`config.mk`:
```
export PLATFORM = sky130hd
export DESIGN_NAME = column_type_widening
export DESIGN_NICKNAME = d
export VERILOG_FILES = /design/src/design/ctw_pkg.sv /design/src/design/ctw_ram.sv /design/src/design/ctw_front.sv /design/src/design/ctw_merge.sv /design/src/design/column_type_widening.sv
export SDC_FILE = /design/constraint.sdc
export NUM_CORES = 1
export LEC_CHECK = 0
export BUFFER_PORTS_ARGS = -buffer_cell sky130_fd_sc_hd__buf_2
export CAP_MARGIN = 20
export CORE_UTILIZATION = 67
export DETAILED_ROUTE_END_ITERATION = 7
export HOLD_SLACK_MARGIN = 0.05
export PLACE_DENSITY = 0.84
export RECOVER_POWER = 100
export SLEW_MARGIN = 20
export SYNTH_ARGS = -nofsm -noshare
export SYNTH_HDL_FRONTEND = slang
export SYNTH_SLANG_ARGS = --single-unit
```
`constraint.sdc`:
```
create_clock -name clk -period 12.9 [get_ports clk]
set_input_delay 1.935 -clock clk [delete_from_list [all_inputs] [get_ports clk]]
set_output_delay 1.935 -clock clk [all_outputs]
set_load 0.1 [all_outputs]
```
`src/design/ctw_pkg.sv`:
```
// types, type codes and the type merge function shared by the column type widening block
package ctw_pkg;

  typedef enum logic {
    OP_MERGE = 1'b0,
    OP_CLEAR = 1'b1
  } op_t;

  // field type codes
  localparam logic [3:0] T_UNKNOWN = 4'd0;
  localparam logic [3:0] T_BOOL    = 4'd1;
  localparam logic [3:0] T_INT8    = 4'd2;
  localparam logic [3:0] T_INT64   = 4'd5;
  localparam logic [3:0] T_UINT8   = 4'd6;
  localparam logic [3:0] T_UINT64  = 4'd9;
  localparam logic [3:0] T_FLOAT32 = 4'd10;
  localparam logic [3:0] T_FLOAT80 = 4'd12;
  localparam logic [3:0] T_STRING  = 4'd13;

  // what the merge stage does with an item
  typedef enum logic [1:0] {
    K_CLEAR,
    K_MERGE,
    K_APPEND,
    K_OVERFLOW
  } kind_t;

  typedef struct packed {
    op_t        opcode;
    logic [3:0] field_type;
    logic       last_field;
  } item_t;

  typedef struct packed {
    logic [5:0] column_index;
    logic [3:0] merged_type;
    logic [6:0] columns_known;
    logic       overflow;
  } result_t;

  typedef struct packed {
    kind_t      kind;
    logic [3:0] field_type;
    logic [6:0] columns_known;
  } stage_t;

  function automatic logic is_sint(input logic [3:0] t);
    return (t >= T_INT8) && (t <= T_INT64);
  endfunction

  function automatic logic is_uint(input logic [3:0] t);
    return (t >= T_UINT8) && (t <= T_UINT64);
  endfunction

  function automatic logic is_fp_type(input logic [3:0] t);
    return (t >= T_FLOAT32) && (t <= T_FLOAT80);
  endfunction

  // width class 0..3 for 8/16/32/64 bits
  function automatic logic [1:0] width_class(input logic [3:0] t);
    logic [3:0] d;
    d = is_sint(t) ? (t - T_INT8) : (t - T_UINT8);
    return d[1:0];
  endfunction

  function automatic logic [3:0] merge_type(input logic [3:0] a, input logic [3:0] l);
    logic [1:0] wa;
    logic [1:0] wl;
    logic [1:0] w;
    logic [3:0] r;
    wa = width_class(a);
    wl = width_class(l);
    w  = (wa > wl) ? wa : wl;
    if (l == T_UNKNOWN) begin
      r = a;
    end else if (a == T_UNKNOWN) begin
      r = l;
    end else if (a == T_STRING) begin
      r = T_STRING;
    end else if (a == T_BOOL) begin
      r = (l == T_BOOL) ? T_BOOL : T_STRING;
    end else if (is_sint(a) || is_uint(a)) begin
      if (is_sint(l) || is_uint(l)) begin
        // unsigned only when both are unsigned, else signed
        r = (is_uint(a) && is_uint(l)) ? (T_UINT8 + {2'b00, w}) : (T_INT8 + {2'b00, w});
      end else if (l == T_BOOL) begin
        r = T_STRING;
      end else begin
        r = l;
      end
    end else if (is_fp_type(a)) begin
      r = ((l == T_STRING) || (l == T_BOOL)) ? T_STRING : a;
    end else begin
      r = a;
    end
    return r;
  endfunction

endpackage

```
`src/design/ctw_ram.sv`:
```
// generic single write port, single read port ram with registered read
module ctw_ram #(
  parameter int WIDTH = 4,
  parameter int DEPTH = 64,
  localparam int AW = (DEPTH > 1) ? $clog2(DEPTH) : 1
) (
  input  logic             clk,
  input  logic             we,
  input  logic [AW-1:0]    waddr,
  input  logic [WIDTH-1:0] wdata,
  input  logic             re,
  input  logic [AW-1:0]    raddr,
  output logic [WIDTH-1:0] rdata
);

  logic [WIDTH-1:0] mem [DEPTH];

  always_ff @(posedge clk) begin
    if (we) begin
      mem[waddr] <= wdata;
    end
    if (re) begin
      rdata <= mem[raddr];
    end
  end

endmodule

```
`src/design/ctw_front.sv`:
```
// front stage: line position and column count tracking, item classification, input register
module ctw_front
  import ctw_pkg::*;
#(
  parameter int MAX_COLUMNS = 64,
  localparam int CW = $clog2(MAX_COLUMNS + 1),
  localparam int AW = (MAX_COLUMNS > 1) ? $clog2(MAX_COLUMNS) : 1
) (
  input  logic          clk,
  input  logic          rst,
  input  logic          accept,
  input  item_t         item,
  output logic          s1_valid,
  output stage_t        s1_ctl,
  output logic [AW-1:0] s1_pos,
  output logic          rd_en,
  output logic [AW-1:0] rd_addr
);

  logic [CW-1:0] field_position;
  logic [CW-1:0] column_count;
  logic [CW-1:0] position_next;
  logic [CW-1:0] count_next;
  logic [3:0]    ftype;
  stage_t        ctl;

  always_comb begin
    // codes above string count as unknown
    ftype = (item.field_type > T_STRING) ? T_UNKNOWN : item.field_type;
    ctl.field_type = ftype;
    ctl.kind = K_CLEAR;
    count_next = column_count;
    position_next = field_position;
    if (item.opcode == OP_CLEAR) begin
      ctl.kind = K_CLEAR;
      count_next = '0;
      position_next = '0;
    end else begin
      if (field_position >= CW'(MAX_COLUMNS)) begin
        ctl.kind = K_OVERFLOW;
      end else if (field_position < column_count) begin
        ctl.kind = K_MERGE;
      end else begin
        ctl.kind = K_APPEND;
        count_next = field_position + CW'(1);
      end
      if (item.last_field) begin
        position_next = '0;
      end else if (field_position < CW'(MAX_COLUMNS)) begin
        position_next = field_position + CW'(1);
      end
    end
    ctl.columns_known = 7'(count_next);
  end

  assign rd_en   = accept && (ctl.kind == K_MERGE);
  assign rd_addr = field_position[AW-1:0];

  always_ff @(posedge clk) begin
    if (rst) begin
      field_position <= '0;
      column_count   <= '0;
      s1_valid       <= 1'b0;
    end else begin
      s1_valid <= accept;
      if (accept) begin
        field_position <= position_next;
        column_count   <= count_next;
      end
    end
  end

  always_ff @(posedge clk) begin
    if (accept) begin
      s1_ctl <= ctl;
      s1_pos <= field_position[AW-1:0];
    end
  end

`ifndef ASSERT_OFF
  a_count_bound: assert property (@(posedge clk) disable iff (rst)
    (column_count <= CW'(MAX_COLUMNS)) && (field_position <= CW'(MAX_COLUMNS)))
    else $error("column count or field position beyond capacity");

  a_pos_step: assert property (@(posedge clk) disable iff (rst)
    accept && (item.opcode == OP_MERGE) && !item.last_field &&
    (field_position < CW'(MAX_COLUMNS))
    |=> field_position == $past(field_position) + CW'(1))
    else $error("field position did not advance");

  a_append_grows: assert property (@(posedge clk) disable iff (rst)
    accept && (ctl.kind == K_APPEND) |=> column_count == $past(field_position) + CW'(1))
    else $error("append did not extend the column count");
`endif

endmodule

```
`src/design/ctw_merge.sv`:
```
// merge stage: forwarding of the last write, type merge, table write and result register
module ctw_merge
  import ctw_pkg::*;
#(
  parameter int MAX_COLUMNS = 64,
  localparam int AW = (MAX_COLUMNS > 1) ? $clog2(MAX_COLUMNS) : 1
) (
  input  logic          clk,
  input  logic          rst,
  input  logic          s1_valid,
  input  stage_t        s1_ctl,
  input  logic [AW-1:0] s1_pos,
  input  logic [3:0]    rd_data,
  output logic          wr_en,
  output logic [AW-1:0] wr_addr,
  output logic [3:0]    wr_data,
  output logic          done,
  output result_t       result
);

  logic          fwd_valid;
  logic [AW-1:0] fwd_addr;
  logic [3:0]    fwd_data;
  logic [3:0]    col_type;
  logic [3:0]    merged;
  logic          writes;
  result_t       res;

  always_comb begin
    // a write at the edge of our read is not in rd_data yet
    col_type = (fwd_valid && (fwd_addr == s1_pos)) ? fwd_data : rd_data;
    unique case (s1_ctl.kind)
      K_MERGE:    merged = merge_type(col_type, s1_ctl.field_type);
      K_APPEND:   merged = s1_ctl.field_type;
      K_CLEAR:    merged = T_UNKNOWN;
      K_OVERFLOW: merged = T_UNKNOWN;
    endcase
    writes = (s1_ctl.kind == K_MERGE) || (s1_ctl.kind == K_APPEND);
    res.column_index  = writes ? 6'(s1_pos) : 6'd0;
    res.merged_type   = merged;
    res.columns_known = s1_ctl.columns_known;
    res.overflow      = (s1_ctl.kind == K_OVERFLOW);
  end

  assign wr_en   = s1_valid && writes;
  assign wr_addr = s1_pos;
  assign wr_data = merged;

  always_ff @(posedge clk) begin
    if (rst) begin
      done      <= 1'b0;
      fwd_valid <= 1'b0;
    end else begin
      done      <= s1_valid;
      fwd_valid <= wr_en;
    end
  end

  always_ff @(posedge clk) begin
    result   <= res;
    fwd_addr <= s1_pos;
    fwd_data <= merged;
  end

`ifndef ASSERT_OFF
  a_type_range: assert property (@(posedge clk) disable iff (rst)
    done |-> result.merged_type <= T_STRING)
    else $error("merged type code out of range");
`endif

endmodule

```
`src/design/column_type_widening.sv`:
```
// top level of the column type widening block
//
//   channel | signals                 | handshake
//   --------+-------------------------+---------------------------------------
//   input   | start, busy, item       | taken at an edge with start high, busy low
//   result  | done, result            | done high for one cycle, no back pressure
//
// one item per cycle sustained; busy stays low
// the result passes the registered column table read, then the merge and the
//   result register
// a field that hits the column written by the item just before is served by
//   a one-entry forwarding register, so back to back fields on one column work
// reset clears position, column count and strobes; the column table itself is
//   not swept and is only read at columns written since the last clear
// the receiver cannot stall, so nothing is held back on the result side
module column_type_widening
  import ctw_pkg::*;
#(
  parameter int MAX_COLUMNS = 64
) (
  input  logic    clk,
  input  logic    rst,
  input  logic    start,
  output logic    busy,
  input  item_t   item,
  output logic    done,
  output result_t result
);

  localparam int AW = (MAX_COLUMNS > 1) ? $clog2(MAX_COLUMNS) : 1;

  logic          accept;
  logic          s1_valid;
  stage_t        s1_ctl;
  logic [AW-1:0] s1_pos;
  logic          rd_en;
  logic [AW-1:0] rd_addr;
  logic [3:0]    rd_data;
  logic          wr_en;
  logic [AW-1:0] wr_addr;
  logic [3:0]    wr_data;

  // every item fits the single pass, so there is never a reason to hold off
  assign busy   = 1'b0;
  assign accept = start && !busy;

  // position and count bookkeeping, item classification, table read issue
  ctw_front #(
    .MAX_COLUMNS(MAX_COLUMNS)
  ) u_front (
    .clk     (clk),
    .rst     (rst),
    .accept  (accept),
    .item    (item),
    .s1_valid(s1_valid),
    .s1_ctl  (s1_ctl),
    .s1_pos  (s1_pos),
    .rd_en   (rd_en),
    .rd_addr (rd_addr)
  );

  // per-column inferred type table
  ctw_ram #(
    .WIDTH(4),
    .DEPTH(MAX_COLUMNS)
  ) u_types (
    .clk  (clk),
    .we   (wr_en),
    .waddr(wr_addr),
    .wdata(wr_data),
    .re   (rd_en),
    .raddr(rd_addr),
    .rdata(rd_data)
  );

  // widening merge, write back and result register
  ctw_merge #(
    .MAX_COLUMNS(MAX_COLUMNS)
  ) u_merge (
    .clk     (clk),
    .rst     (rst),
    .s1_valid(s1_valid),
    .s1_ctl  (s1_ctl),
    .s1_pos  (s1_pos),
    .rd_data (rd_data),
    .wr_en   (wr_en),
    .wr_addr (wr_addr),
    .wr_data (wr_data),
    .done    (done),
    .result  (result)
  );

`ifndef ASSERT_OFF
  a_latency: assert property (@(posedge clk) disable iff (rst)
    accept |=> ##1 done)
    else $error("result did not follow item after two cycles");

  a_overflow_zero: assert property (@(posedge clk) disable iff (rst)
    done && result.overflow |-> (result.column_index == 6'd0) &&
                                (result.merged_type == T_UNKNOWN))
    else $error("overflow result carries a column or type");
`endif

endmodule

```
==> metrics, run 1 <==
outcome finished with violations; failing checks max-capacitance violations, max-slew violations; post-layout util between 70% and 80%; total power around 0.0022 W; CP peak stage delay between 3 and 4 ns; Synth Flop Type edfxtp_1; vias in the first global route between 7000 and 8000; I/O Buffers 27; clk slew on worst S/H paths 0.06 ns; effective utilization at floorplan 69.45%; RSZ-0062 raised after global routing false; post-synthesis register bit count between 300 and 400; Worst path slowest cell clkbuf_1; vias about 7100; CTS tree yes; # rows 50; fmax 156.4 MHz; die height approximately 140 µm; TNS Setup 0 ns; most common cell after layout, fill and taps aside edfxtp_1; Vias/cell 6.614; Total Nets Final slightly above 800; Mapped Nets approximately 800; yosys warns 0; Worst Max-Slew Pin Slew 4.343 ns; Seq/Total Area, Yosys between 60 and 70%; mapped cell area approximately 13000 µm²; worst hold path class reg -> reg; CTS Hold Buffers Added 0; first-pass GRT wire length roughly 42 mm; fin. max-slew vios 410; CP max FO 52; clk buf depth 3; area leader, netlist edfxtp_1; Total Routed Length 27.61 mm; largest net degree at the start of global routing 72; number of buffers created by CTS 31; core area 19020 µm²; share of the synthesized area in the top cell type between 60% and 70%; Post-synth EDFFs around 280; Post-synth ARST share 0%; VDD IR-drop max approximately 160 µV; Worst Setup End Kind flip-flop; standby leakage power 4.464 nW; most frequent cells in the layout edfxtp_1 (279), nor2_1 (88), mux4_2 (84), clkbuf_1 (42), dfxtp_1 (40); cell repeated most along the worst path mux4_2; routability-driven placement congestion ratio about 0.88; drt first pass iters 5; hpwl dp 16.87 mm; critical path data arrival time roughly 6.7 ns; CP cell instances clkbuf_1 > mux4_2 > mux4_2 > mux4_2; Synth cell types 56; worst setup path class reg -> reg; P per Cell Area approximately 150 nW/µm²; Synth Area per Inst about 17 µm²; Die X about 140 µm; DRC errors left 0; slew margin rel. -189.5%; CTS root buffer clkbuf_16; Min Clock Period, post-route about 6.4 ns; 1st-iter DRT viols between 800 and 900; # setup viols final 0; WL/cell roughly 26 µm; Hold Fails Final Rpt 0; Tcrit/Tclk final approximately half; Crit path buffers/inverters 1; MaxCap Viol Count 8; H-tree depth 1; Layout area overhead 9.388%; I/O pins 29; DRT antenna net count 0; Overflow after GRT 0; Synth Instances about 780; critical path's top delay family buffers and inverters; Num Clock Sinks 320; share of cells above drive strength 1 17.06%; Critical Path RT 13.20 ns; antenna violations before repair 0; worst-skew pair later-pin latency around 0.57 ns; GR Util All Layers 28.82%; Die Footprint between 20000 and 25000 µm²; clock skew 0.01751 ns; # resized after CTS 0; Post-CTS Setup Bufs 0; top cells by area, synth edfxtp_1 (63%), mux4_2 (14%), dfxtp_1 (6.2%), nor2_1 (2.5%), ha_1 (1.2%); type of origin of the critical path flip-flop
==> layer usage <==
layer	wire, µm	vias up	global-route usage, %
li1	-	3073	-
met1	10760	3594	39.49
met2	13840	378	48.17
met3	2151	72	5.081
met4	857	0	8.489
met5	0	-	0
==> flip-flops by register name, indices dropped and copies added (netlist names), 4 cells and up <==
register / flops
u_front.column_count: 7
u_front.field_position: 7
u_front.s1_ctl: 13
u_front.s1_pos: 6
u_merge.fwd_addr: 6
u_merge.result: 18
u_types.mem: 256
u_types.rdata: 4
==> synth_stat cells, drive strengths merged, types with 2 or more instances <==
library cell	count
edfxtp	279
nor2	88
mux4	84
dfxtp	41
clkbuf	38
a21oi	22
inv	17
buf	16
o21ai	16
nor2b	15
nand2	14
ha	13
nand3	12
nor3	11
or3b	10
mux2i	9
nand3b	8
xnor2	8
o22ai	7
a211oi	6
xor2	6
nand2b	5
a21o	4
and3	4
or3	4
a21boi	3
nand4	3
nor4	3
o31ai	3
and4b	2
mux2	2
nand4b	2
nor3b	2
o21a	2
or4	2
==> final cells by class <==
type,instances,area [µm²]
clock buffers,42,827.0
diodes,1,2.502
well taps,260,325.3
multi-input cells,384,3737
flip-flops and latches,320,9200
repair buffers,37,145.1
fillers,1089,4571
inverters,17,63.81
clock inverters,15,146.4
==> where the power goes <==
part / switching, W / internal (W)
Clock: 0.000373 / 0.000492
Combinational: 0.0000980 / 0.0000361
Sequential: 0.0000151 / 0.00116
==> kinds of logic (layout without fill, tap and decap cells) <==
| family | Yosys count | count (layout) | share of synthesized area (%) |
|---|---|---|---|
| flops | 320 | 320 | 69.65 |
| other cells | 1 | 2 | 0.02839 |
| fa+ha+maj | 14 | 14 | 1.307 |
| mux | 95 | 95 | 15.18 |
| simple gates | 187 | 187 | 7.190 |
| xor+xnor | 14 | 14 | 0.9284 |
| buf+inv | 71 | 111 | 2.264 |
| compound gates | 73 | 73 | 3.458 |
==> path summary, 6_finish.rpt <==
kind / from / endpoint / slack, ns / cells after the start
max: u_front.field_position[0] / u_types.rdata[0] / 6.51 / 4
min: u_front.s1_ctl[0] / u_merge.result[1] / 0.34 / 0
max reg2reg: u_front.field_position[0] / u_types.rdata[0] / 6.51 / 4
min reg2reg: u_front.s1_ctl[0] / u_merge.result[1] / 0.34 / 0
==> per-stage QoR <==
stage          hold slack, ns  area (µm²)  setup WS [ns]  cells
2_1_floorplan          0.3233       13210          7.532    775
3_3_place_gp           0.3234       13540          8.922   1017
3_5_place_dp           0.3269       13550          8.781   1017
4_1_cts                0.3393       14520          8.681   1074
5_1_grt                0.3445       14450          5.774   1075
6_report               0.3385       14450          6.508   1076
No activity file was read; power rests on OpenSTA's default activity.
==> run 2: changes to the inputs <==
--- a/config.mk
+++ b/config.mk
@@ -5,12 +5,13 @@
 export SDC_FILE = /design/constraint.sdc
 export NUM_CORES = 1
 export LEC_CHECK = 0
+export ABC_AREA = 1
 export BUFFER_PORTS_ARGS = -buffer_cell sky130_fd_sc_hd__buf_2
 export CAP_MARGIN = 20
-export CORE_UTILIZATION = 67
+export CORE_UTILIZATION = 56
 export DETAILED_ROUTE_END_ITERATION = 7
 export HOLD_SLACK_MARGIN = 0.05
-export PLACE_DENSITY = 0.84
+export PLACE_DENSITY = 0.75
 export RECOVER_POWER = 100
 export SLEW_MARGIN = 20
 export SYNTH_ARGS = -nofsm -noshare
==> constraint.sdc (replaced) <==
create_clock -name clk -period 5.79 [get_ports clk]
set_input_delay 0.8685 -clock clk [delete_from_list [all_inputs] [get_ports clk]]
set_output_delay 0.8685 -clock clk [all_outputs]
set_load 0.1 [all_outputs]
==> run 2 against run 1 <==
Effect of this change: the flow still finishes with violations (max-capacitance violations, max-slew violations); clock-buffer cell count unchanged; core utilization down 13 points; area after synthesis down 1.4%; critical path type unchanged; final cell count up 30%; first-iteration DRC count up 12%; die area up 18%; combinational power rose to 4.9 times the previous value; wire length up 8.9%; non-clock buffer count up 1.
==> metrics, run 2 <==
Min Clock Period, post-route 4.355 ns; Critical Path RT approximately 6.0 ns; worst setup path class reg -> reg; DRC errors left 0; fin. max-slew vios 38; Top Registers u_types.mem x256, u_merge.result x18, u_front.s1_ctl x13; Post-synth ARST share 0%; standby leakage power between 4 and 5 nW; Antenna diodes 0; MaxCap Viol Count 1; antenna violations before repair 0; 1st-iter DRT viols around 960; Worst Setup End Kind flip-flop; Hold Fails Final Rpt 0; DRT antenna net count 0; fillers 1737; total power around 0.0053 W; top post-synthesis cells by count edfxtp_1 (279), nand2_1 (147), a21oi_1 (140); Biggest register u_types.mem; final std cells w/o fill between 1000 and 1500; first-pass GRT wire length between 40 and 50 mm; CP max FO 65; top cells by area, synth edfxtp_1 (64%), dfxtp_1 (6.3%), a21oi_1 (5.4%), o221ai_1 (4.3%), nand2_1 (4.2%); global routing's busiest layer met2; Num Clock Sinks 320; drt first pass iters 5; critical path data arrival time approximately 4.5 ns; Synth cell types 37; Mapped Nets around 1100; area leader, netlist edfxtp_1; Synth Flop Type edfxtp_1; post-synthesis register bit count 320; vias in the first global route 8320; failing checks max-capacitance violations, max-slew violations; I/O Buffers 27; CTS Hold Buffers Added 0; outcome finished with violations; Total Nets Final roughly 1100; fmax 229.6 MHz; clock skew 0.01692 ns; worst hold path class reg -> reg; effective utilization at floorplan approximately 57%; Tcrit/Tclk final between 70% and 80%; vias between 8000 and 9000; most frequent cells in the layout edfxtp_1 (279), nand2_1 (149), a21oi_1 (140), nor2_1 (98), inv_1 (70); Sequential cell area slightly above 9000 µm²; clk buf depth 3; core area approximately 23000 µm²; Seq/Total Area, Yosys between 70% and 80%; Total Routed Length 30.06 mm; CTS root buffer clkbuf_16; Worst Max-Slew Pin Slew 1.890 ns; I/O pins 29; Vias/cell 6.237; Overflow after GRT 0; VDD IR-drop max 251.7 µV; leading cell type by number of instances after synthesis edfxtp_1; TNS Setup 0 ns; Post-CTS Setup Bufs 0; P per Cell Area between 300 and 400 nW/µm²; GR Util met2 approximately two fifths; RSZ-0062 raised after global routing false; setup slack after layout 1.435 ns; pre-CTS worst setup slack 2.326 ns; slew margin rel. -25.98%; CTS tree yes; Synth Instances 1071; WL/cell roughly 22 µm; Layout area overhead 9.877%; H-tree depth 1; routability-driven placement congestion ratio 0.8920; share of cells above drive strength 1 about 8.0%; die height around 150 µm; Post-synth EDFFs between 200 and 300; max reg flops between 200 and 300; mapped cell area between 10000 and 15000 µm²; most common cell after layout, fill and taps aside edfxtp_1; largest net degree at the start of global routing 70; Die Footprint ~24000 µm²; clk slew on worst S/H paths 0.06 ns; worst-skew pair later-pin latency between 0.5 and 0.6 ns; met3 global-route usage between 5 and 6%; type of origin of the critical path flip-flop; # setup viols final 0; met1 Usage GRT 33.76%; hold slack around 0.34 ns; Die X roughly 150 µm; # resized after CTS 0; multi-input logic area about 3300 µm²; # rows 55; placed cell count about 1300; yosys warns 0; share of the synthesized area in the top cell type between 60% and 70%; number of buffers created by CTS 31; GR Util All Layers roughly a quarter; Synth Area per Inst around 12 µm²; hpwl dp 18.26 mm
==> run 2: layout make-up <==
cell class                 count  area share (%)
timing repair buffer          38           1.198
clock buffer                  42           6.287
tap                          285           2.492
multi-input combinational    623           23.05
inverter                      77           2.029
sequential                   320           64.30
clock inverter                13          0.6471
==> run 2: critical path: stages, from the launching register on <==
cell and delay [ns]:
edfxtp_1 0.51, inv_1 0.22, nand2_1 0.10, nand2_1 0.05, clkinv_1 0.04, nand2_1 0.04
nor2_1 0.35, nand2_1 0.32, nand2_1 0.13, nand2_1 0.15, ha_1 0.32, or2_2 0.30
nand3_1 0.09, nand2_1 0.05, nand2_1 0.06, nand2_1 0.08, a21oi_4 0.11, clkbuf_2 1.00
==> run 2: final timing paths <==
kind,from,endpoint,slack [ns],cells after the start
max,u_front.s1_pos[1],u_types.mem[23][0],1.43,17
min,u_front.s1_ctl[4],u_merge.result[5],0.34,0
max reg2reg,u_front.s1_pos[1],u_types.mem[23][0],1.43,17
min reg2reg,u_front.s1_ctl[4],u_merge.result[5],0.34,0
==> run 2: metrics by stage <==
step	utilization, %	area, µm²
floorplan	-	13020
global route	63.01	14310
global placement	59.11	13420
detailed placement	59.11	13420
CTS	63.48	14420
finish	63.01	14310
==> run 2: where the power goes <==
part	switching [W]	internal (W)
sequential	0.0000300	0.00271
combinational	0.000551	0.000101
clock	0.000823	0.00113
==> run 2: per-layer routing <==
| metal | wire (µm) | part of all wire, % |
|---|---|---|
| met1 | 11860 | 39 |
| met2 | 14270 | 47 |
| met3 | 2865 | 9.5 |
| met4 | 1066 | 3.5 |
| met5 | 0 | 0 |
==> run 2: cells by family (layout without fill, tap and decap cells) <==
logic type	count (synthesis)	count (layout)	share of synthesized area (%)
AND/OR/NAND/NOR	331	331	11.33
flip-flops	320	320	70.64
AO/OA/AOI/OAI	275	275	12.83
buffers and inverters	128	170	3.728
adder cells (fa/ha/maj)	13	13	1.249
XOR/XNOR	3	3	0.2018
other	1	1	0.02880
==> run 3: changes to the inputs <==
--- a/config.mk
+++ b/config.mk
@@ -5,13 +5,13 @@
 export SDC_FILE = /design/constraint.sdc
 export NUM_CORES = 1
 export LEC_CHECK = 0
-export ABC_AREA = 1
+export ABC_AREA = 0
 export BUFFER_PORTS_ARGS = -buffer_cell sky130_fd_sc_hd__buf_2
 export CAP_MARGIN = 20
-export CORE_UTILIZATION = 56
+export CORE_UTILIZATION = 62
 export DETAILED_ROUTE_END_ITERATION = 7
 export HOLD_SLACK_MARGIN = 0.05
-export PLACE_DENSITY = 0.75
+export PLACE_DENSITY = 0.79
 export RECOVER_POWER = 100
 export SLEW_MARGIN = 20
 export SYNTH_ARGS = -nofsm -noshare
==> constraint.sdc (replaced) <==
create_clock -name clk -period 4.46 [get_ports clk]
set_input_delay 0.669 -clock clk [delete_from_list [all_inputs] [get_ports clk]]
set_output_delay 0.669 -clock clk [all_outputs]
set_load 0.1 [all_outputs]
==> run 3 against run 2 <==
Effect of this change: the run still ends with max-capacitance violations, max-slew violations left; critical path depth down 4; power up 15%; global-route usage up 1.4 points; maximum frequency up 5.8%; clock power up 22%; clock skew down 0.0098 ns; wire length down 7.1%; first-iteration DRC count down 36%; combinational power down 40%; critical path type unchanged; largest cell class unchanged; highest routed layer unchanged.
==> metrics, run 3 (same netlist as run 1, synthesis figures left out) <==
I/O pins 29; # setup viols final 0; Min Clock Period, post-route approximately 4 ns; Total Routed Length approximately 28 mm; antenna violations before repair 0; most frequent cells in the layout edfxtp_1 (279), nor2_1 (88), mux4_2 (84), dfxtp_1 (41), clkbuf_1 (33); slew margin rel. -32.02%; largest net degree at the start of global routing between 60 and 70; Critical R2R Launch u_front.s1_pos[4]; GR Util met2 roughly 44%; Post-CTS Setup Bufs 0; crit path from u_front.s1_pos[4]; CP endpoint u_types.mem[43][2]; fmax 243.0 MHz; Total Nets Final 819; fin. max-slew vios 48; most common cell after layout, fill and taps aside edfxtp_1; clock skew 0.007128 ns; number of buffers created by CTS 31; Die Footprint ~22000 µm²; share of cells above drive strength 1 between 10% and 20%; fillers around 1300; Vias/cell 6.464; met1 Usage GRT a little over a third; RSZ-0062 raised after global routing false; CP max FO 65; drt first pass iters 5; worst hold path class reg -> reg; I/O Buffers 27; # resized after CTS 0; P per Cell Area 423.6 nW/µm²; effective utilization at floorplan 63.03%; GR Util All Layers roughly 27%; Final Cell Area between 10000 and 15000 µm²; vias in the first global route roughly 7200; Antenna diodes 0; Hold Fails Final Rpt 0; Worst Max-Slew Pin Slew between 1.5 and 2 ns; Die X about 150 µm; Overflow after GRT 0; 1st-iter DRT viols 611; vias 7084; Worst Setup End Kind flip-flop; DRT antenna net count 0; clk slew on worst S/H paths 0.06 ns; failing checks max-capacitance violations, max-slew violations; Num Clock Sinks 320; outcome finished with violations; hpwl dp roughly 17 mm; placed inst area 13660 µm²; first-pass GRT wire length around 43 mm; VDD IR-drop max 325.6 µV; core area 20960 µm²; RR Endpoint u_types.mem[43][2]; TNS Setup 0 ns; CTS tree yes; clk buf depth 3; Critical Path RT 4.70 ns; die height ~150 µm; CTS Hold Buffers Added 0; # rows 53; WL/cell between 20 and 30 µm; global routing's busiest layer met2; worst-skew pair later-pin latency 0.55 ns; Layout area overhead 9.833%; Tcrit/Tclk final between 90 and 100%; standby leakage power roughly 4.5 nW; R2R setup slack approximately 0.34 ns; met3 global-route usage under 10%; max reg flops between 200 and 300; H-tree depth 1; DRC errors left 0; critical path data arrival time 4.36 ns; CTS root buffer clkbuf_16; routability-driven placement congestion ratio approximately 0.86; Top Registers u_types.mem x256, u_merge.result x18, u_front.s1_ctl x13; worst setup path class reg -> reg; MaxCap Viol Count 2; type of origin of the critical path flip-flop; cells on worst reg2reg path 13; Biggest register u_types.mem
==> run 3: metrics by stage <==
stage | utilization (%) | power, W | setup slack, ns | cells | hold WS (ns)
finish | 69.23 | 0.006145 | 0.3445 | 1096 | 0.3417
global route | 69.23 | 0.006309 | 0.1232 | 1096 | 0.3597
CTS | 69.56 | 0.006175 | 0.4512 | 1096 | 0.3436
detailed placement | 65.17 | 0.003835 | 0.4716 | 1039 | 0.3299
global placement | 65.14 | 0.003818 | 0.5843 | 1039 | 0.3299
floorplan | - | 0.003717 | 0.07921 | 775 | 0.3233
==> run 3: worst min path at each step <==
stage / start / slack [ns] / to / cells after the start
final: u_front.s1_ctl[6] / 0.34 / u_merge.result[7] / 0
after global routing: u_front.s1_ctl[4] / 0.36 / u_merge.result[5] / 0
after CTS: u_front.s1_ctl[6] / 0.34 / u_merge.result[7] / 0
after detailed placement: u_front.s1_ctl[6] / 0.33 / u_merge.result[7] / 0
after global placement: u_front.s1_ctl[5] / 0.33 / u_merge.result[6] / 0
after floorplan: u_front.s1_ctl[0] / 0.32 / u_merge.result[1] / 0
==> run 3: layout make-up <==
type	count	area (µm²)	area share, %
flip-flops and latches	320	9199	63.41
clock buffers	37	798.3	5.503
clock inverters	20	122.6	0.8453
multi-input cells	384	3751	25.86
repair buffers	43	227.7	1.570
inverters	17	63.81	0.4399
well taps	275	344.1	2.372
==> run 3: power by group <==
group / leakage, nW / internal (W) / switching, W
registers: 2.90 / 0.00333 / 0.0000389
logic: 1.15 / 0.000104 / 0.000289
clock network: 0.451 / 0.00133 / 0.00105
==> run 3: metal layers <==
| metal | part of all wire [%] | wire length (µm) | up-vias |
|---|---|---|---|
| met4 | 3.2 | 899 | 0 |
| met2 | 50 | 13940 | 327 |
| li1 | - | - | 3086 |
| met5 | 0 | 0 | - |
| met1 | 39 | 10940 | 3605 |
| met3 | 7.7 | 2140 | 66 |
==> run 3: critical path: stages (launching register included) <==
cell and delay [ns]:
edfxtp_1 0.53, xnor2_1 0.20, nand4_1 0.17, nor4_4 0.51, mux2i_1 0.42, o22a_1 0.22
a21oi_1 0.05, ha_1 0.33, o21ai_0 0.17, nand4b_1 0.12, maj3_1 0.37, a211oi_1 0.36
o21ai_4 0.08, buf_6 0.24
